File: src/sv/entity_unescape_filter_core_defines.svh
// ----------------------------------------------------------------------------
// Entity unescape filter assertion macros
// Shared concurrent assertion forms, clocked on clk and disabled during reset.
// ----------------------------------------------------------------------------
`ifndef ENTITY_UNESCAPE_FILTER_CORE_DEFINES_SVH
`define ENTITY_UNESCAPE_FILTER_CORE_DEFINES_SVH

// Consequent checked in the same cycle as the antecedent.
`define EUF_ASSERT_NOW(lbl, ante, cons, msg) \
  lbl: assert property (@(posedge clk) disable iff (!rst_n) (ante) |-> (cons)) \
    else $error(msg);

// Consequent checked in the cycle after the antecedent.
`define EUF_ASSERT_NEXT(lbl, ante, cons, msg) \
  lbl: assert property (@(posedge clk) disable iff (!rst_n) (ante) |=> (cons)) \
    else $error(msg);

`endif

File: src/sv/euf_pkg.sv
// ----------------------------------------------------------------------------
// Entity unescape filter package
// Constants, entity tables, shared types and character helpers.
// ----------------------------------------------------------------------------
`timescale 1ns / 1ps

package euf_pkg;

  localparam int HOLD_DEPTH = 5;
  localparam int MAX_DIGITS = 3;
  localparam int OUT_DEPTH  = HOLD_DEPTH + 1;
  localparam int NUM_ENT    = 5;
  localparam int HC_W       = $clog2(HOLD_DEPTH + 1);
  localparam int CNT_W      = $clog2(OUT_DEPTH + 1);

  typedef logic [7:0] byte_t;

  localparam byte_t CH_AMP   = 8'h26;
  localparam byte_t CH_HASH  = 8'h23;
  localparam byte_t CH_SEMI  = 8'h3B;
  localparam byte_t CH_TAB   = 8'h09;
  localparam byte_t CH_SPACE = 8'h20;
  localparam byte_t CH_NONE  = 8'h00;

  // Entity names after the ampersand, lower case, padded with zero bytes.
  localparam byte_t ENT_NAME [NUM_ENT][HOLD_DEPTH] = '{
    '{"l", "t", ";", CH_NONE, CH_NONE},
    '{"g", "t", ";", CH_NONE, CH_NONE},
    '{"a", "m", "p", ";", CH_NONE},
    '{"q", "u", "o", "t", ";"},
    '{"a", "p", "o", "s", ";"}
  };
  localparam logic [HC_W-1:0] ENT_LEN [NUM_ENT] = '{3'd3, 3'd3, 3'd4, 3'd5, 3'd5};
  localparam byte_t ENT_CHAR [NUM_ENT] = '{8'h3C, 8'h3E, 8'h26, 8'h22, 8'h27};

  typedef enum logic [1:0] {
    CLS_MISMATCH = 2'd0,
    CLS_EXTEND   = 2'd1,
    CLS_COMPLETE = 2'd2
  } cls_t;

  // Result list produced by one input transaction.
  typedef struct packed {
    logic [OUT_DEPTH-1:0][7:0] bytes;
    logic [CNT_W-1:0]          cnt;
    logic                      last;
  } euf_list_t;

  function automatic byte_t lower_ascii(input byte_t c);
    byte_t r;
    r = c;
    if (c >= 8'h41 && c <= 8'h5A) begin
      r = c + 8'd32;
    end
    return r;
  endfunction

  function automatic logic is_digit(input byte_t c);
    return (c >= 8'h30) && (c <= 8'h39);
  endfunction

endpackage

File: src/sv/euf_hold.sv
// ----------------------------------------------------------------------------
// Entity unescape filter hold state
// Holds the bytes of a candidate entity, classifies each new byte and builds
// the list of result bytes that the transaction releases.
// ----------------------------------------------------------------------------
`timescale 1ns / 1ps
`include "entity_unescape_filter_core_defines.svh"

module euf_hold
  import euf_pkg::*;
#(
  parameter int DIGITS_MAX = MAX_DIGITS
)
(
  input  logic      clk,
  input  logic      rst_n,
  input  logic      load,
  input  byte_t     char_in,
  input  logic      last_in,
  output euf_list_t list
);

  byte_t            held_r   [HOLD_DEPTH];
  byte_t            held_nxt [HOLD_DEPTH];
  logic [HC_W-1:0]  hc_r, hc_nxt;
  logic [9:0]       nv_r, nv_nxt;

  cls_t             cls;
  byte_t            val;
  logic             num_mode;
  logic [HC_W-1:0]  digits;
  logic [HC_W-1:0]  p;
  logic             found;
  logic             ok;
  logic [13:0]      nv_acc;
  logic [HC_W-1:0]  m;
  byte_t            tail;
  logic             tail_v;

  // Classification of the new byte against the current hold.
  always_comb begin
    cls      = CLS_MISMATCH;
    val      = CH_NONE;
    found    = 1'b0;
    ok       = 1'b0;
    num_mode = (hc_r >= HC_W'(2)) && (held_r[1] == CH_HASH);
    digits   = hc_r - HC_W'(2);
    p        = hc_r - HC_W'(1);
    if (hc_r != '0) begin
      if (hc_r == HC_W'(1) && char_in == CH_HASH) begin
        cls = CLS_EXTEND;
      end else if (num_mode) begin
        if (is_digit(char_in) && digits < HC_W'(DIGITS_MAX)) begin
          cls = CLS_EXTEND;
        end else if (char_in == CH_SEMI && digits >= HC_W'(1) && nv_r != '0) begin
          cls = CLS_COMPLETE;
          val = nv_r[7:0];
        end
      end else begin
        for (int k = 0; k < NUM_ENT; k++) begin
          ok = (p < ENT_LEN[k]) && (lower_ascii(char_in) == ENT_NAME[k][p]);
          for (int i = 0; i < HOLD_DEPTH - 1; i++) begin
            if (HC_W'(i) < p && lower_ascii(held_r[i+1]) != ENT_NAME[k][i]) begin
              ok = 1'b0;
            end
          end
          if (ok && !found) begin
            found = 1'b1;
            cls   = (p + HC_W'(1) == ENT_LEN[k]) ? CLS_COMPLETE : CLS_EXTEND;
            val   = ENT_CHAR[k];
          end
        end
      end
      if (cls == CLS_EXTEND && hc_r >= HC_W'(HOLD_DEPTH)) begin
        cls = CLS_MISMATCH;
      end
    end
  end

  // Next state and the result list: a prefix of the hold plus at most one tail byte.
  always_comb begin
    held_nxt = held_r;
    hc_nxt   = '0;
    nv_nxt   = '0;
    m        = '0;
    tail     = char_in;
    tail_v   = 1'b0;
    nv_acc   = ({4'b0, nv_r} << 3) + ({4'b0, nv_r} << 1) + {10'b0, char_in[3:0]};
    case (cls)
      CLS_COMPLETE: begin
        tail   = val;
        tail_v = 1'b1;
      end
      CLS_EXTEND: begin
        for (int i = 0; i < HOLD_DEPTH; i++) begin
          if (hc_r == HC_W'(i)) begin
            held_nxt[i] = char_in;
          end
        end
        if (last_in) begin
          m      = hc_r;
          tail_v = 1'b1;
        end else begin
          hc_nxt = hc_r + HC_W'(1);
          nv_nxt = (num_mode && is_digit(char_in)) ? nv_acc[9:0] : nv_r;
        end
      end
      default: begin
        m      = hc_r;
        tail   = (char_in == CH_TAB) ? CH_SPACE : char_in;
        tail_v = !(char_in == CH_AMP && !last_in);
        if (char_in == CH_AMP && !last_in) begin
          held_nxt[0] = CH_AMP;
          hc_nxt      = HC_W'(1);
        end
      end
    endcase
  end

  always_comb begin
    for (int i = 0; i < HOLD_DEPTH; i++) begin
      list.bytes[i] = (HC_W'(i) < m) ? held_r[i] : tail;
    end
    list.bytes[OUT_DEPTH-1] = tail;
    list.cnt  = CNT_W'(m) + CNT_W'(tail_v);
    list.last = last_in;
  end

  always_ff @(posedge clk) begin
    if (!rst_n) begin
      hc_r <= '0;
      nv_r <= '0;
    end else if (load) begin
      hc_r <= hc_nxt;
      nv_r <= nv_nxt;
    end
  end

  always_ff @(posedge clk) begin
    if (load) begin
      held_r <= held_nxt;
    end
  end

  `EUF_ASSERT_NOW(a_hold_bound, 1'b1, hc_r <= HC_W'(HOLD_DEPTH), "hold count above depth")
  `EUF_ASSERT_NEXT(a_last_clears, load && last_in, hc_r == '0 && nv_r == '0, "hold not cleared")

endmodule

File: src/sv/euf_emit_buf.sv
// ----------------------------------------------------------------------------
// Entity unescape filter result buffer
// Registers the result list of a transaction and shifts it out one byte per
// accepted output transaction.
// ----------------------------------------------------------------------------
`timescale 1ns / 1ps
`include "entity_unescape_filter_core_defines.svh"

module euf_emit_buf
  import euf_pkg::*;
(
  input  logic      clk,
  input  logic      rst_n,
  input  logic      load,
  input  euf_list_t list,
  output logic      take_ready,
  output logic      out_valid,
  input  logic      out_ready,
  output byte_t     out_char,
  output logic      out_last
);

  logic [OUT_DEPTH-1:0][7:0] buf_r, buf_nxt;
  logic [CNT_W-1:0]          cnt_r, cnt_nxt;
  logic                      last_r, last_nxt;

  assign out_valid  = (cnt_r != '0);
  assign out_char   = buf_r[0];
  assign out_last   = last_r && (cnt_r == CNT_W'(1));
  assign take_ready = (cnt_r == '0) || (cnt_r == CNT_W'(1) && out_ready);

  always_comb begin
    buf_nxt  = buf_r;
    cnt_nxt  = cnt_r;
    last_nxt = last_r;
    if (load) begin
      buf_nxt  = list.bytes;
      cnt_nxt  = list.cnt;
      last_nxt = list.last;
    end else if (out_valid && out_ready) begin
      for (int i = 0; i < OUT_DEPTH - 1; i++) begin
        buf_nxt[i] = buf_r[i+1];
      end
      cnt_nxt = cnt_r - CNT_W'(1);
    end
  end

  always_ff @(posedge clk) begin
    if (!rst_n) begin
      cnt_r  <= '0;
      last_r <= 1'b0;
    end else begin
      cnt_r  <= cnt_nxt;
      last_r <= last_nxt;
    end
  end

  always_ff @(posedge clk) begin
    buf_r <= buf_nxt;
  end

  `EUF_ASSERT_NOW(a_cnt_bound, 1'b1, cnt_r <= CNT_W'(OUT_DEPTH), "result count above depth")
  `EUF_ASSERT_NOW(a_last_nonempty, load && list.last, list.cnt != '0, "end of piece with no result")
  `EUF_ASSERT_NEXT(a_load_count, load, cnt_r == $past(list.cnt), "result count not loaded")

endmodule

File: src/sv/entity_unescape_filter_core.sv
// ----------------------------------------------------------------------------
// Entity unescape filter core
// Streaming text filter that decodes HTML character entities byte by byte.
// ----------------------------------------------------------------------------
// Usage: text bytes enter on the in_ channel (in_valid / in_ready), with
// in_last_in marking the final byte of a text piece. Filtered bytes leave on
// the out_ channel (out_valid / out_ready), with out_last_out on the final
// byte of the piece. A tab becomes a space. Named entities (lt, gt, amp, quot,
// apos, any letter case) and numeric entities of one to three decimal digits
// are replaced by their character; anything that stops matching is released
// verbatim. A transaction can yield no result (a byte held as part of a
// candidate entity) or up to six bytes (a full hold flushed plus the new byte).
// Output: results of an accepted transaction are registered and appear in
// the next cycle. Throughput: one transaction per cycle while each yields at
// most one result and out_ready is high; a longer list holds off the next
// transaction while the buffer drains one byte per cycle with out_ready high.
// Stall: while the receiver holds out_ready low, the result register keeps
// its byte and in_ready stays low as long as any result byte is waiting.
// Reset: synchronous, active low rst_n; the hold and result buffer are empty.
// ----------------------------------------------------------------------------
`timescale 1ns / 1ps

module entity_unescape_filter_core
  import euf_pkg::*;
#(
  parameter int DIGITS_MAX = MAX_DIGITS
)
(
  input  logic       clk,
  input  logic       rst_n,
  input  logic       in_valid,
  output logic       in_ready,
  input  logic [7:0] in_char_in,
  input  logic       in_last_in,
  output logic       out_valid,
  input  logic       out_ready,
  output logic [7:0] out_char_out,
  output logic       out_last_out
);

  euf_list_t list;
  logic      load;

  // A transaction is taken when the result buffer is empty or its last byte
  // leaves in this same cycle.
  assign load = in_valid && in_ready;

  // Entity hold: tracks the candidate entity and forms the result list.
  euf_hold #(
    .DIGITS_MAX (DIGITS_MAX)
  ) u_hold (
    .clk     (clk),
    .rst_n   (rst_n),
    .load    (load),
    .char_in (in_char_in),
    .last_in (in_last_in),
    .list    (list)
  );

  // Result buffer: registers the list, draining a byte per cycle on out_ready.
  euf_emit_buf u_emit_buf (
    .clk        (clk),
    .rst_n      (rst_n),
    .load       (load),
    .list       (list),
    .take_ready (in_ready),
    .out_valid  (out_valid),
    .out_ready  (out_ready),
    .out_char   (out_char_out),
    .out_last   (out_last_out)
  );

endmodule
File: config.mk
export PLATFORM = sky130hd
export DESIGN_NAME = entity_unescape_filter_core
export DESIGN_NICKNAME = d
export VERILOG_FILES = /design/src/sv/euf_pkg.sv /design/src/sv/euf_hold.sv /design/src/sv/euf_emit_buf.sv /design/src/sv/entity_unescape_filter_core.sv
export VERILOG_INCLUDE_DIRS = /design/src /design/src/sv
export SDC_FILE = /design/constraint.sdc
export NUM_CORES = 1
export LEC_CHECK = 0
export BUFFER_PORTS_ARGS = -buffer_cell sky130_fd_sc_hd__buf_4
export CORE_UTILIZATION = 45
export CTS_CLUSTER_DIAMETER = 150
export DETAILED_ROUTE_END_ITERATION = 7
export SYNTH_ARGS = -nofsm -noshare
export SYNTH_HDL_FRONTEND = slang
export SYNTH_SLANG_ARGS = --single-unit
export TNS_END_PERCENT = 50
File: constraint.sdc
create_clock -name clk -period 10.6 [get_ports clk]
set_input_delay 0.53 -clock clk [delete_from_list [all_inputs] [get_ports clk]]
set_output_delay 0.53 -clock clk [all_outputs]
set_load 0.01 [all_outputs]
# After elaboration in Yosys (flattened, before gate mapping)
# Memories as Yosys holds them, arrays and structs flattened.
# Index checks and enable logic that the tools add are counted.
# word_totals
n_memories,5
reg_bits,105
in_bits,13
romBits,320
# mem_list
name,depth,word_bits,read_ports,rd_clocked_by_memory_dff,wr,line,rtl
(no name shown),8,8,1,0,0,euf_hold.sv:61,ok = (p < ENT_LEN[k]) && (lower_ascii(char_in) == ENT_NAME[k][p]);
(no name shown),8,8,1,0,0,euf_hold.sv:61,
(no name shown),8,8,1,0,0,euf_hold.sv:61,
(no name shown),8,8,1,0,0,euf_hold.sv:61,
(no name shown),8,8,1,0,0,euf_hold.sv:61,
# classes
bitwise_logic,2
n_eq_ne,37
n_mux,130
magnitude_cmp,29
reduce_logical,63
add_sub_neg,13
# op_table
cell,count
two-way mux 8 bit,43
inequality test 8 x 7 -> 1 bit (second input constant),12
two-way mux 40 bit,2
two-way mux 1 bit,53
logical AND 1 bit,42
adder 8 x 6 -> 8 bit (second input constant),5
== test 8 bit,5
>= comparator 8 x 7 -> 1 bit (second input constant),5
less-or-equal comparator 8 x 7 -> 1 bit (second input constant),5
== test 8 x 6 -> 1 bit (second input constant),4
one-hot mux 8 bit (2 select lines),2
two-way mux 10 bit,3
two-way mux 2 bit,15
two-way mux 6 bit,5
inequality test 8 x 6 -> 1 bit (second input constant),2
< comparator 1 x 3 -> 1 bit (first input constant),4
< comparator 2 x 3 -> 1 bit (first input constant),4
two-way mux 3 bit,4
one-hot mux 3 bit (2 select lines),2
AND reduction 3 bit,4
adder 10 bit,1
adder 10 x 4 -> 10 bit,1
nonzero test 10 bit,1
== test 3 x 2 -> 1 bit (second input constant),3
31 further kinds,47

# Longest topological paths before layout
# depth
word_depth,52
depth_mapped,23
mapped_depth_nobuf,20

# Hierarchy
# Synthesis repeated with hierarchy kept, for this count alone.
# unflattened
hier_cells,672
hier_area_um2,7063.0
# by_module_without_submodules
mod,instances,cells_per_inst,area_each_um2
euf_hold,1,538,4773.3
euf_emit_buf,1,133,2283.4
entity_unescape_filter_core,1,1,6.3

# Least setup slack after synthesis
# Ideal clock, no wire load.
# synth_path
path_kind,register -> register
from,register u_hold.hc_r[0]
to,register u_emit_buf.buf_r[9] (netlist name) (data pin)
t_required_ps,10344
arrival_time_ps,4746
stages_incl_launch_ff,23
period_less_slack_ps,5001
setup_time_ps,256
slack_ps,5599
cell_sequence,dfxtp_1 inv_1 ha_1 inv_1 ha_1 clkbuf_1 nor3_1 a311o_1 a221oi_1 o211ai_1 a21oi_1 a21oi_2 o311ai_4 o2bb2ai_1 ha_1 clkbuf_1 a21o_1 and2_1 clkbuf_1 nor2_1 nor2_1 a22o_1 a31o_2
# synth_lines
item,line,rtl
from (decl),euf_hold.sv:25,"logic [HC_W-1:0] hc_r, hc_nxt;"
from (signal assigned),euf_hold.sv:134,hc_r <= hc_nxt;
to (signal assigned),euf_emit_buf.sv:59,buf_r <= buf_nxt;
to (decl),euf_emit_buf.sv:23,"logic [OUT_DEPTH-1:0][7:0] buf_r, buf_nxt;"

# Worst setup path after layout
# layout_path
from,register u_hold.hc_r[0]
to,register u_hold.nv_r[8]
# layout_between
elab_chain_cells,49
word_cells_on_any_way,146
cone_classes,add/sub (3); order compare (11); eq/ne (12); mux (77); bitwise (1); reduce/logical (37); memory (5)
# layout_rtl
item,line,rtl
subtractor 3 x 1 -> 3 bit,euf_hold.sv:48,p = hc_r - HC_W'(1);
inverter 3 -> 4 bit (implied by the code),euf_hold.sv:61,
memory (8 x 8 bit),-,
two-way mux 8 bit (implied by the code) (2 in a row),euf_hold.sv:61,
== test 8 bit,euf_hold.sv:61,
logical AND 1 bit,euf_hold.sv:61,
two-way mux 1 bit (4 in a row),euf_hold.sv:63,if (HC_W'(i) < p && lower_ascii(held_r[i+1]) != ENT_NAME[k][i]) begin
two-way mux 1 bit,euf_hold.sv:52,end else if (num_mode) begin
[29 not listed],-,
two-way mux 2 bit,euf_hold.sv:49,if (hc_r != '0) begin
== test 2 x 1 -> 1 bit,euf_hold.sv:74,if (cls == CLS_EXTEND && hc_r >= HC_W'(HOLD_DEPTH)) begin
logical AND 1 bit,euf_hold.sv:74,
two-way mux 2 bit,euf_hold.sv:74,
two-way mux 2 bit,euf_hold.sv:49,
== test 2 x 1 -> 1 bit,euf_hold.sv:89,case (cls)
inequality test 3 x 2 -> 1 bit (no source line),-,
AND reduction 2 bit (no source line),-,
to (signal assigned),euf_hold.sv:135,nv_r <= nv_nxt;
to (decl),euf_hold.sv:26,"logic [9:0] nv_r, nv_nxt;"
# Several ways; a longest one is shown, not always the timed one. The select of a mux whose other input is x is not followed.
# A chain may end at the register's enable or synchronous reset.

==> flow_summary.yaml <==
routing:
  wl_per_cell_um: 21.2
  first_pass_iters: 5
  vias_per_cell: 6.14
  route.vias.total: 5462
  ant_nets: 0
  drt_first_iter_violations: 660
  wl_um: 18900
  drcViolationCount: 0
yosys:
  synth.net_count: 763
  synth_fa_ha_area_share_pct: 8.38
  yosys.area_share.simple_pct: 20.1
  synth_compound_area_share_pct: 19.6
  synth_area_um2: 6750
  muxShareOfSynthArea_pct: 0.909
  ys_warn_count: 0
  synth_top_family_by_area: "simple AND/OR/NAND/NOR gates"
  postSynthCellCount: 706
  synthFlopType: "edfxtp_1"
  yosys.area_share.xor_xnor_pct: 1.95
  synth.distinct_cells: 83
  synth_edf_count: 88
  async_flop_share_pct: 0
  avgSynthCellArea_um2: 9.56
  synth-seq-area-share_pct: 44.2
  ys_ff_latch: 105
worst_setup_path:
  cp_max_fo: 18
  r2r_cells: 18
  ff2ff_setup_slack_ns: 4.37
  crit_slowest_cell: "o21ai_1"
  setup.worst_path.start_class: "flip-flop"
  required_ns: 10.85
  r2r-end: "u_hold.nv_r[8]"
  cp_data_arrival_time_ns: 6.48
  reg2reg_from: "u_hold.hc_r[0]"
  end_kind: "flip-flop"
  cp_slowest_stage_delay_ns: 1.04
  crit_chain: "inv_1, ha_1, inv_1, ha_1, inv_1, a311o_1, a221oi_1, o211ai_1, a21oi_1, a21oi_2, nor3_1, a2bb2oi_1, ha_1, nand2b_1, o21ai_1, nor2_1, a22oi_1, nor2b_1"
  criticalPathCategory: "reg -> reg"
finish:
  final_common_cell: "nand2_1"
  diodes: 0
  area.growth.synth_to_final_pct: 7.62
  drive_gt1_share_pct: 8.78
  nets: 758
  utilization_pct: 49.8
  final_cell_mix: "nand2_1, edfxtp_1, o21ai_0"
hold_path:
  min_to: "u_emit_buf.last_r"
  hp-class: "in -> reg"
  hold_depth: 3
  hold_start: "in_last_in"
timing:
  rsz0062_at_grt: "false"
  worstMarginPinSlew_ns: 1.20
  fmax_mhz: 160
  relSlewSlack_pct: 19.6
  period_share_pct: 58.8
  setup-tns-final_ns: 0
  skew_ns: 0.00918
  fin_ws_ns: 4.37
  finalSetupViolations: 0
  fin_hold_ws_ns: 0.459
  period_needed_ns: 6.23
  hold_viol: 0
  slew_viol_final: 0
die:
  ioPinCount: 24
  num_rows: 44
  dieWidth_um: 124
  die-area_um2: 15500
  start_util_pct: 46.2
  die_y_um: 124
  coreArea_um2: 14600
global_route:
  grt_first_pass_wirelength_um: 29400
  antenna_found_initial: 0
  grt.overflow.total: 0
  track_usage_pct: 24.8
  grt_pass1_vias: 5152
  grt_max_degree: 71
clocking:
  cts_buffer_depth: 2
  cts.clk_slew.worst_paths_ns: 0.07
  cts_sinks: 105
  cts_buffers: 9
  cts_hold_buf: 0
  cts.htree.levels: 3
  post_cts_buffers: 0
  cts_resized: 0
  cts_tree: "built"
  root_buffer: "clkbuf_16"
  clk_latency_ns: 0.36
power_and_ir_drop:
  p_leak_nw: 2.76
  power.density_nw_per_um2: 176
  ir_worst_vdd_mv: 0.0770
placed_design:
  hpwl_um: 13400
  pre_cts_ws_ns: 4.45
  port_buffers: 23
  gp_congestion: 0.917
job:
  cap_violations: 0
outcome:
  status: "finished clean"
## stage by stage
stage | power (mW) | instance area (um^2) | cells
after CTS | 1.28 | 7260 | 890
final | 1.28 | 7260 | 890
after detailed placement | 0.944 | 6970 | 874
after global placement | 0.941 | 6970 | 874
after global routing | 1.34 | 7260 | 890
after floorplan | 0.848 | 6750 | 706
## flip-flops by register name (all words and copies together) (netlist names)
signal	cells
u_hold.nv_r	10
u_emit_buf.out_char	8
u_emit_buf.buf_r	40
u_hold.hc_r	3
u_emit_buf.cnt_r	3
u_hold.held_r	40
u_emit_buf.last_r	1
## cells in the mapped netlist (5+ instances only)
master | count | area, um^2
nand2_1 | 91 | 342
edfxtp_1 | 88 | 2640
o21ai_0 | 54 | 270
ha_1 | 42 | 526
a21oi_1 | 40 | 200
nor2_1 | 39 | 146
inv_1 | 32 | 120
clkbuf_1 | 28 | 105
nor2b_1 | 25 | 156
nor3_1 | 22 | 110
dfxtp_1 | 17 | 340
nand3_1 | 15 | 75.1
nand2b_1 | 12 | 75.1
o21ai_1 | 12 | 60.1
xnor2_1 | 11 | 96.3
nor4_1 | 9 | 56.3
a22oi_1 | 8 | 60.1
and3_1 | 8 | 50.1
buf_4 | 8 | 60.1
and2_1 | 7 | 43.8
o22ai_1 | 7 | 43.8
o211ai_1 | 6 | 45.0
o21a_1 | 6 | 45.0
buf_2 | 5 | 25.0
mux2i_1 | 5 | 50.1
nor3b_1 | 5 | 37.5
nor4b_1 | 5 | 43.8
## report_power, final
| part | internal (mW) | switching (mW) | total [mW] |
|---|---|---|---|
| Sequential | 0.568 | 0.0294 | 0.598 |
| Clock | 0.184 | 0.156 | 0.341 |
| Combinational | 0.118 | 0.220 | 0.338 |
| Total | 0.870 | 0.406 | 1.28 |
## final cells by class
class	count	area (um^2)
Fill cell	1314	7330
Multi-Input combinational cell	525	3440
Sequential cell	105	2980
Clock buffer	12	236
Tap cell	184	230
Timing Repair Buffer	26	195
Inverter	34	128
Clock inverter	4	51.3
## critical path: cells and delay by family, from the launching register on
| kind | cells | cell delay, ns |
|---|---|---|
| AO/OA/AOI/OAI | 8 | 2.71 |
| adder cells (fa/ha/maj) | 3 | 1.15 |
| AND/OR/NAND/NOR | 4 | 0.93 |
| flip-flops | 1 | 0.68 |
| buffers and inverters | 3 | 0.64 |
## routing by layer
metal	up-vias	wire, um	global-route usage, %	share of wire [%]
li1	2585	-	-	-
met1	2641	8790	35.5	47
met2	203	8410	37.3	45
met3	33	1230	4.47	6.5
met4	0	462	9.07	2.4
met5	-	0	0	0
## kinds of logic (layout without fill, tap and decap cells)
group | after synthesis | count (layout)
flops | 105 | 105
simple gates | 264 | 264
fa+ha+maj | 44 | 44
buf+inv | 76 | 76
mux | 6 | 6
compound gates | 196 | 196
xor+xnor | 15 | 15
## how the worst max path moves through the flow
stage | to | start | depth (start not counted)
after CTS | u_hold.nv_r[8] | u_hold.hc_r[0] | 18
after floorplan | u_emit_buf.buf_r[9] | u_hold.hc_r[0] | 22
final | u_hold.nv_r[8] | u_hold.hc_r[0] | 18
after global routing | u_hold.nv_r[8] | u_hold.hc_r[0] | 18
after global placement | u_hold.nv_r[7] | u_hold.hc_r[0] | 18
after detailed placement | u_hold.nv_r[8] | u_hold.hc_r[0] | 18
No activity file was read; power rests on OpenSTA's default activity.
